## src/rtl/letter_frequency_ranker_core_assert.svh

```systemverilog
// Assertion macros used by the letter frequency ranker sequencer.
`ifndef LETTER_FREQUENCY_RANKER_CORE_ASSERT_SVH
`define LETTER_FREQUENCY_RANKER_CORE_ASSERT_SVH

// Property that must hold at every clock edge outside reset.
`define LFR_ASSERT_HOLDS(name, prop, msg) \
	name: assert property (@(posedge clk) disable iff (!arst_n) prop) else $error(msg);

// Condition that must never be true at a clock edge outside reset.
`define LFR_ASSERT_NEVER(name, cond, msg) \
	name: assert property (@(posedge clk) disable iff (!arst_n) !(cond)) else $error(msg);

`endif

```

## src/rtl/lfr_pkg.sv

```systemverilog
// Shared types, constants and helpers for the letter frequency ranker.
package lfr_pkg;

	localparam int NumLetters = 26;
	localparam int MaxChars   = 1024;
	localparam int CountW     = 11;
	localparam int LetterW    = 5;
	localparam int PhaseW     = 5;

	localparam int CountFieldMax = (1 << CountW) - 1;
	localparam logic [CountW-1:0] CountCap =
		CountW'((MaxChars > CountFieldMax) ? CountFieldMax : MaxChars);

	localparam logic [7:0] LetterFirst = 8'h61;
	localparam logic [7:0] LetterLast  = 8'h7A;
	localparam logic [LetterW-1:0] LastIndex = LetterW'(NumLetters - 1);
	localparam logic [PhaseW-1:0] LastPhase  = PhaseW'(NumLetters - 1);

	// Operation broadcast to every cell of the chain.
	typedef enum logic [2:0] {
		CELL_HOLD,
		CELL_COUNT,
		CELL_SORT,
		CELL_SHIFT,
		CELL_CLEAR
	} cell_op_t;

	typedef struct packed {
		cell_op_t           op;
		logic               odd_phase;
		logic               letter_ok;
		logic [LetterW-1:0] letter_sel;
	} cell_ctrl_t;

	// One entry of the chain: which letter and how often it was seen.
	typedef struct packed {
		logic [LetterW-1:0] letter;
		logic [CountW-1:0]  count;
	} cell_t;

	// True when entry a ranks ahead of entry b: higher count, then lower letter.
	function automatic logic ranks_ahead(cell_t a, cell_t b);
		ranks_ahead = (a.count > b.count) ||
			((a.count == b.count) && (a.letter < b.letter));
	endfunction

endpackage

```

## src/rtl/lfr_cell.sv

```systemverilog
// One cell of the chain: a letter counter that also sorts and shifts with its neighbors.
module lfr_cell (
	input  logic                         clk,
	input  logic                         arst_n,
	input  logic [lfr_pkg::LetterW-1:0]  index,
	input  lfr_pkg::cell_ctrl_t          ctrl,
	input  lfr_pkg::cell_t               left_in,
	input  lfr_pkg::cell_t               right_in,
	output lfr_pkg::cell_t               data
);
	import lfr_pkg::*;

	cell_t data_q;
	cell_t sort_next;
	logic  has_left;
	logic  has_right;
	logic  pair_right;

	assign has_left   = (index != '0);
	assign has_right  = (index != LastIndex);
	assign pair_right = (index[0] == ctrl.odd_phase);

	// Odd-even transposition: the lower position of a pair keeps the better entry.
	always_comb begin
		sort_next = data_q;
		if (pair_right) begin
			if (has_right && ranks_ahead(right_in, data_q)) begin
				sort_next = right_in;
			end
		end else begin
			if (has_left && ranks_ahead(data_q, left_in)) begin
				sort_next = left_in;
			end
		end
	end

	always_ff @(posedge clk or negedge arst_n) begin
		if (!arst_n) begin
			data_q <= '0;
		end else begin
			unique case (ctrl.op)
				CELL_HOLD: begin
					data_q <= data_q;
				end
				CELL_COUNT: begin
					if (ctrl.letter_ok && (ctrl.letter_sel == data_q.letter) &&
						(data_q.count < CountCap)) begin
						data_q.count <= data_q.count + CountW'(1);
					end
				end
				CELL_SORT: begin
					data_q <= sort_next;
				end
				CELL_SHIFT: begin
					data_q <= right_in;
				end
				CELL_CLEAR: begin
					data_q.letter <= index;
					data_q.count  <= '0;
				end
				default: begin
					data_q <= data_q;
				end
			endcase
		end
	end

	assign data = data_q;

endmodule

```

## src/rtl/lfr_ctrl.sv

```systemverilog
// Sequencer for the ranker: counting, sorting and emitting phases and the stream handshakes.
module lfr_ctrl (
	input  logic                        clk,
	input  logic                        arst_n,
	input  logic                        s_tvalid,
	input  logic [7:0]                  char_byte,
	input  logic                        end_of_text,
	input  logic                        m_tready,
	input  logic                        emit_last,
	output logic                        s_tready,
	output logic                        m_tvalid,
	output lfr_pkg::cell_ctrl_t         ctrl
);
	import lfr_pkg::*;

	`include "letter_frequency_ranker_core_assert.svh"

	typedef enum logic [1:0] {
		ST_INIT,
		ST_COUNT,
		ST_SORT,
		ST_EMIT
	} state_t;

	state_t            state_q;
	logic [PhaseW-1:0] phase_q;
	logic              s_tready_q;
	logic              m_tvalid_q;
	logic              in_xfer;
	logic              out_xfer;
	logic [7:0]        letter_off;

	assign in_xfer    = s_tvalid && s_tready_q;
	assign out_xfer   = m_tvalid_q && m_tready;
	assign letter_off = char_byte - LetterFirst;

	always_ff @(posedge clk or negedge arst_n) begin
		if (!arst_n) begin
			state_q    <= ST_INIT;
			phase_q    <= '0;
			s_tready_q <= 1'b0;
			m_tvalid_q <= 1'b0;
		end else begin
			unique case (state_q)
				ST_INIT: begin
					state_q    <= ST_COUNT;
					s_tready_q <= 1'b1;
				end
				ST_COUNT: begin
					if (in_xfer && end_of_text) begin
						state_q    <= ST_SORT;
						phase_q    <= '0;
						s_tready_q <= 1'b0;
					end
				end
				ST_SORT: begin
					phase_q <= phase_q + PhaseW'(1);
					if (phase_q == LastPhase) begin
						state_q    <= ST_EMIT;
						m_tvalid_q <= 1'b1;
					end
				end
				ST_EMIT: begin
					if (out_xfer && emit_last) begin
						state_q    <= ST_COUNT;
						m_tvalid_q <= 1'b0;
						s_tready_q <= 1'b1;
					end
				end
				default: begin
					state_q <= ST_INIT;
				end
			endcase
		end
	end

	always_comb begin
		ctrl.odd_phase  = phase_q[0];
		ctrl.letter_ok  = (char_byte >= LetterFirst) && (char_byte <= LetterLast);
		ctrl.letter_sel = letter_off[LetterW-1:0];
		unique case (state_q)
			ST_INIT:  ctrl.op = CELL_CLEAR;
			ST_COUNT: ctrl.op = in_xfer ? CELL_COUNT : CELL_HOLD;
			ST_SORT:  ctrl.op = CELL_SORT;
			ST_EMIT: begin
				if (out_xfer) begin
					ctrl.op = emit_last ? CELL_CLEAR : CELL_SHIFT;
				end else begin
					ctrl.op = CELL_HOLD;
				end
			end
			default:  ctrl.op = CELL_HOLD;
		endcase
	end

	assign s_tready = s_tready_q;
	assign m_tvalid = m_tvalid_q;

	`LFR_ASSERT_NEVER(a_no_overlap, s_tready_q && m_tvalid_q, "input and output open together")
	`LFR_ASSERT_HOLDS(a_last_reopens, (out_xfer && emit_last) |=> s_tready_q, "input not reopened after last result")
	`LFR_ASSERT_HOLDS(a_sort_to_emit, (state_q == ST_SORT && phase_q == LastPhase) |=> m_tvalid_q, "results not offered after sort")
	`LFR_ASSERT_NEVER(a_phase_range, (state_q == ST_SORT) && (phase_q > LastPhase), "sort phase out of range")

endmodule

```

## src/rtl/letter_frequency_ranker_core.sv

```systemverilog
// Top level of the letter frequency ranker: a chain of counting and sorting cells.
// Bytes are taken one per cycle while s_tready is high; each is counted as it transfers.
// After the final byte the chain sorts itself by odd-even transposition.
// The first result is offered after sorting, then one per cycle while m_tready is high.
// After the last result transfers the counters clear and the next byte is taken next cycle.
// After reset the init state loads the cells' letters before the first byte is accepted.
module letter_frequency_ranker_core (
	input  logic        clk,
	input  logic        arst_n,
	input  logic        s_tvalid,
	output logic        s_tready,
	input  logic [7:0]  s_tdata,   // [7:0] char_byte
	input  logic        s_tlast,   // end_of_text
	output logic        m_tvalid,
	input  logic        m_tready,
	output logic [23:0] m_tdata,   // [7:0] letter_code, [18:8] letter_count, rest zero
	output logic        m_tuser,   // [0] no_letters
	output logic        m_tlast    // last_result
);
	import lfr_pkg::*;

	cell_ctrl_t ctrl;
	cell_t      chain [NumLetters];
	cell_t      head;
	logic       head_empty;
	logic       emit_last;
	logic [7:0] letter_code;

	lfr_ctrl u_ctrl (
		.clk         (clk),
		.arst_n      (arst_n),
		.s_tvalid    (s_tvalid),
		.char_byte   (s_tdata),
		.end_of_text (s_tlast),
		.m_tready    (m_tready),
		.emit_last   (emit_last),
		.s_tready    (s_tready),
		.m_tvalid    (m_tvalid),
		.ctrl        (ctrl)
	);

	// Cell zero is the head of the chain; shifting moves entries toward it and
	// feeds an empty entry in at the far end.
	for (genvar i = 0; i < NumLetters; i++) begin : g_cell
		cell_t left_in;
		cell_t right_in;

		if (i == 0) begin : g_head
			assign left_in = '0;
		end else begin : g_mid
			assign left_in = chain[i-1];
		end

		if (i == NumLetters - 1) begin : g_tail
			assign right_in = '0;
		end else begin : g_body
			assign right_in = chain[i+1];
		end

		lfr_cell u_cell (
			.clk      (clk),
			.arst_n   (arst_n),
			.index    (LetterW'(i)),
			.ctrl     (ctrl),
			.left_in  (left_in),
			.right_in (right_in),
			.data     (chain[i])
		);
	end

	// After sorting, letters with a zero count sit behind all seen letters, so the
	// results end where the next entry has a zero count. An empty head means no
	// letter was seen at all, which yields the single empty result.
	assign head       = chain[0];
	assign head_empty = (head.count == '0);
	assign emit_last  = head_empty || (chain[1].count == '0);

	assign letter_code = head_empty ? 8'h00 : (LetterFirst + 8'(head.letter));

	assign m_tdata = {5'b0, head.count, letter_code};
	assign m_tuser = head_empty;
	assign m_tlast = emit_last;

endmodule
```

## config.mk

```make
export PLATFORM = sky130hd
export DESIGN_NAME = letter_frequency_ranker_core
export DESIGN_NICKNAME = d
export VERILOG_FILES = /design/src/rtl/lfr_pkg.sv /design/src/rtl/lfr_cell.sv /design/src/rtl/lfr_ctrl.sv /design/src/rtl/letter_frequency_ranker_core.sv
export VERILOG_INCLUDE_DIRS = /design/src /design/src/rtl
export SDC_FILE = /design/constraint.sdc
export NUM_CORES = 2
export LEC_CHECK = 0
export BUFFER_PORTS_ARGS = -buffer_cell sky130_fd_sc_hd__buf_2
export CAP_MARGIN = 10
export CORE_MARGIN = 2
export CORE_UTILIZATION = 50
export DETAILED_ROUTE_END_ITERATION = 10
export GPL_TIMING_DRIVEN = 0
export HOLD_SLACK_MARGIN = 0.06
export PLACE_DENSITY = 0.75
export SYNTH_ARGS = -nofsm -noshare
export SYNTH_HDL_FRONTEND = slang
export SYNTH_HIERARCHICAL = 1
export SYNTH_SLANG_ARGS = --single-unit
export TNS_END_PERCENT = 1
```

## constraint.sdc

```tcl
create_clock -name clk -period 10.8 [get_ports clk]
set_input_delay 0.54 -clock clk [delete_from_list [all_inputs] [get_ports clk]]
set_output_delay 0.54 -clock clk [all_outputs]
set_load 0.01 [all_outputs]
```

==> results.sh <==
export IMPL_status="finished with violations"
export IMPL_violations="design-rule violations"
export IMPL_route_detailed_drc=29
export IMPL_pwr_density_cell_mw_per_mm2=63.4
export IMPL_p_leak_nw=28.5
export IMPL_die_width_um=342
export IMPL_grt_pass1_wl_mm=287
export IMPL_finalMaxSlewViolations=0
export IMPL_nNetsFinal=7856
export IMPL_htreeDepth=2
export IMPL_yosys_warnings=6
export IMPL_setup_viol=0
export IMPL_required_ps=11370
export IMPL_coreArea_mm2=0.113
export IMPL_hpwl_mm=133
export IMPL_path_clk_slew_ps=60
export IMPL_place_gp_congestion=0.928
export IMPL_p_total_mw=4.01
export IMPL_firstDrtPassIters=11
export IMPL_num_io_pins=41
export IMPL_cap_viol_max_count=0
export IMPL_rsz0062_at_grt="no"
export IMPL_fmax_mhz=214
export IMPL_rows=123
export IMPL_drt_first_iter_violations=6438
export IMPL_whs_ps=265
export IMPL_busiest_layer="met2"
export IMPL_clockBufferDepth=3
export IMPL_diodes=0
export IMPL_cp_data_arrival_time_ps=5230
export IMPL_maxSlewHeadroom_pct=30.7
export IMPL_ys_flop_type="dfrtp_1"
export IMPL_cts_setup_buffers=0
export IMPL_grt_start_max_net_pins=110
export IMPL_post_place_ws_ps=6190
export IMPL_hold_viol=0
export IMPL_cts_tree="yes"
export IMPL_drive_gt1_share_pct=9.31
export IMPL_ys_types=83
export IMPL_clock_root_buffer="clkbuf_16"
export IMPL_final_cell_mix="inv_1 (872), ha_1 (817), dfrtp_1 (425)"
export IMPL_worst_slack_ps=6130
export IMPL_avgSynthCellArea_um2=8.78
export IMPL_grt_use_total_pct=29.6
export IMPL_wl_per_cell_um=21.0
export IMPL_portBuffers=35
export IMPL_cts_resized=0
export IMPL_antenna_found_initial=0
export IMPL_yosysSeqAreaShare_pct=18.6
export IMPL_die_h_um=342
export IMPL_worstSkewPairLatency_ps=680
export IMPL_wirelength_mm=180
export IMPL_ant_nets=0
export IMPL_path_max_fanout=19
export IMPL_hold_buffers=1
export IMPL_startpoint_type="flip-flop"
export IMPL_dieArea_mm2=0.117
export IMPL_synth_area_mm2=0.0570
export IMPL_skew_ps=27.2
export IMPL_use_met1_pct=38.2
export IMPL_start_util_pct=50.6
export IMPL_layout_commonest_cell="inv_1"
export IMPL_worst_pin_slew_ps=1040
export IMPL_synth_async_reset_ratio_pct=100
export IMPL_grt_overflow_total=0
export IMPL_gr_usage_met2_pct=50.2
export IMPL_clock_sinks=425
export IMPL_period_needed_ps=4670
export IMPL_end_kind="flip-flop"
export IMPL_ir_drop_mv=0.119
export IMPL_period_share_pct=43.2
export IMPL_criticalPathCategory="flip-flop to flip-flop"
export IMPL_via_per_inst=6.62
export IMPL_synth_cells=6497
export IMPL_ys_ff_latch=425
export IMPL_hp_class="input pin to flip-flop"
export IMPL_met3_usage_pct=3.10
export IMPL_synth_edf_count=0
export IMPL_syn_to_final_growth_pct=10.7
export IMPL_grt_pass1_vias=55000
export IMPL_fin_setup_tns_ps=0
export IMPL_numCtsBuffers=57
export IMPL_via_count=56700
[registers in the layout, indices dropped and copies added (netlist names)]
signal,cells
u_ctrl/s_tready,1
u_ctrl/state_q,2
g_cell.u_cell/data,416
u_ctrl/m_tvalid,1
u_ctrl/phase_q,5
[final timing paths]
check                                                        end  slack (ps)                                 start  cells past startpoint
max in group asynchronous  g_cell[15].u_cell/data[5]$_DFFE_PN0P_        8610                                arst_n                      5
min in group asynchronous   g_cell[5].u_cell/data[3]$_DFFE_PN0P_         360                                arst_n                      2
hold / removal                       u_ctrl/s_tready$_DFFE_PN0P_         270                               s_tlast                      4
hold reg to reg                    u_ctrl/phase_q[1]$_DFFE_PN0P_         560         u_ctrl/phase_q[1]$_DFFE_PN0P_                      1
setup reg to reg            g_cell[0].u_cell/data[7]$_DFFE_PN0P_        6130  g_cell[0].u_cell/data[2]$_DFFE_PN0P_                     17
setup / recovery            g_cell[0].u_cell/data[7]$_DFFE_PN0P_        6130  g_cell[0].u_cell/data[2]$_DFFE_PN0P_                     17
[cells in the mapped netlist (120+ instances only)]
master    instances  area share [%]
nand3_1         163             1.4
nor2_1          201             1.3
a221oi_1        130             2.0
o21ai_0         200             1.8
a21oi_1         130             1.1
xnor2_1         338             5.2
a222oi_1        252             4.4
buf_2           123             1.1
a31oi_1         245             2.7
ha_1            817              18
inv_1           874             5.8
a211o_1         146             2.2
o21ai_1         120             1.1
nand2_1         198             1.3
dfrtp_1         425              19
a21o_1          179             2.4
a311oi_1        144             2.2
[power breakdown]
group          internal (mW)  switching (mW)  total, mW
clock network           1.25           0.823       2.07
registers               1.60          0.0133       1.61
logic                  0.115           0.214      0.329
[area by class of cell]
class / instances / area, um2
flip-flops and latches: 425 / 10600
fillers: 10200 / 49600
inverters: 874 / 3280
plain buffers: 218 / 1040
repair buffers: 55 / 613
clock inverters: 20 / 332
clock buffers: 82 / 1650
well taps: 1500 / 1880
multi-input cells: 5395 / 43700
[critical path: stages, from the launching register on]
cell	delay [ps]
dfrtp_1	660
nor4_1	120
and3_1	210
buf_6	140
a31o_4	280
and4b_1	280
nand2_1	90
o21ai_4	390
buf_12	290
buf_12	220
buf_4	200
nor3b_2	300
nand2_1	110
a2111oi_0	390
a21oi_1	160
and4_4	200
buf_6	160
mux2_4	310
[metrics by stage]
step | instances | util (%) | instance area (um2)
after floorplan | 6912 | - | 58600
after global placement | 8447 | 53.8 | 60700
after detailed placement | 8466 | 54.2 | 61200
after CTS | 8569 | 56.0 | 63200
after global routing | 8569 | 56.0 | 63200
final | 8569 | 56.0 | 63200
[logic make-up after synthesis]
| family | count (synthesis) | share of synthesized area (%) |
|---|---|---|
| compound gates | 2254 | 32.5 |
| simple gates | 1375 | 14.6 |
| buf+inv | 1092 | 7.57 |
| fa+ha+maj | 817 | 17.9 |
| flops | 425 | 18.6 |
| xor+xnor | 371 | 5.71 |
| mux | 161 | 3.13 |
| other cells | 2 | 0.0132 |
[metal layers]
layer | up-vias | share of wire, %
met1 | 27500 | 42
met5 | - | 0
li1 | 26200 | -
met2 | 2515 | 47
met3 | 518 | 7.2
met4 | 0 | 4.0
Power figures use the tool's default switching activity.
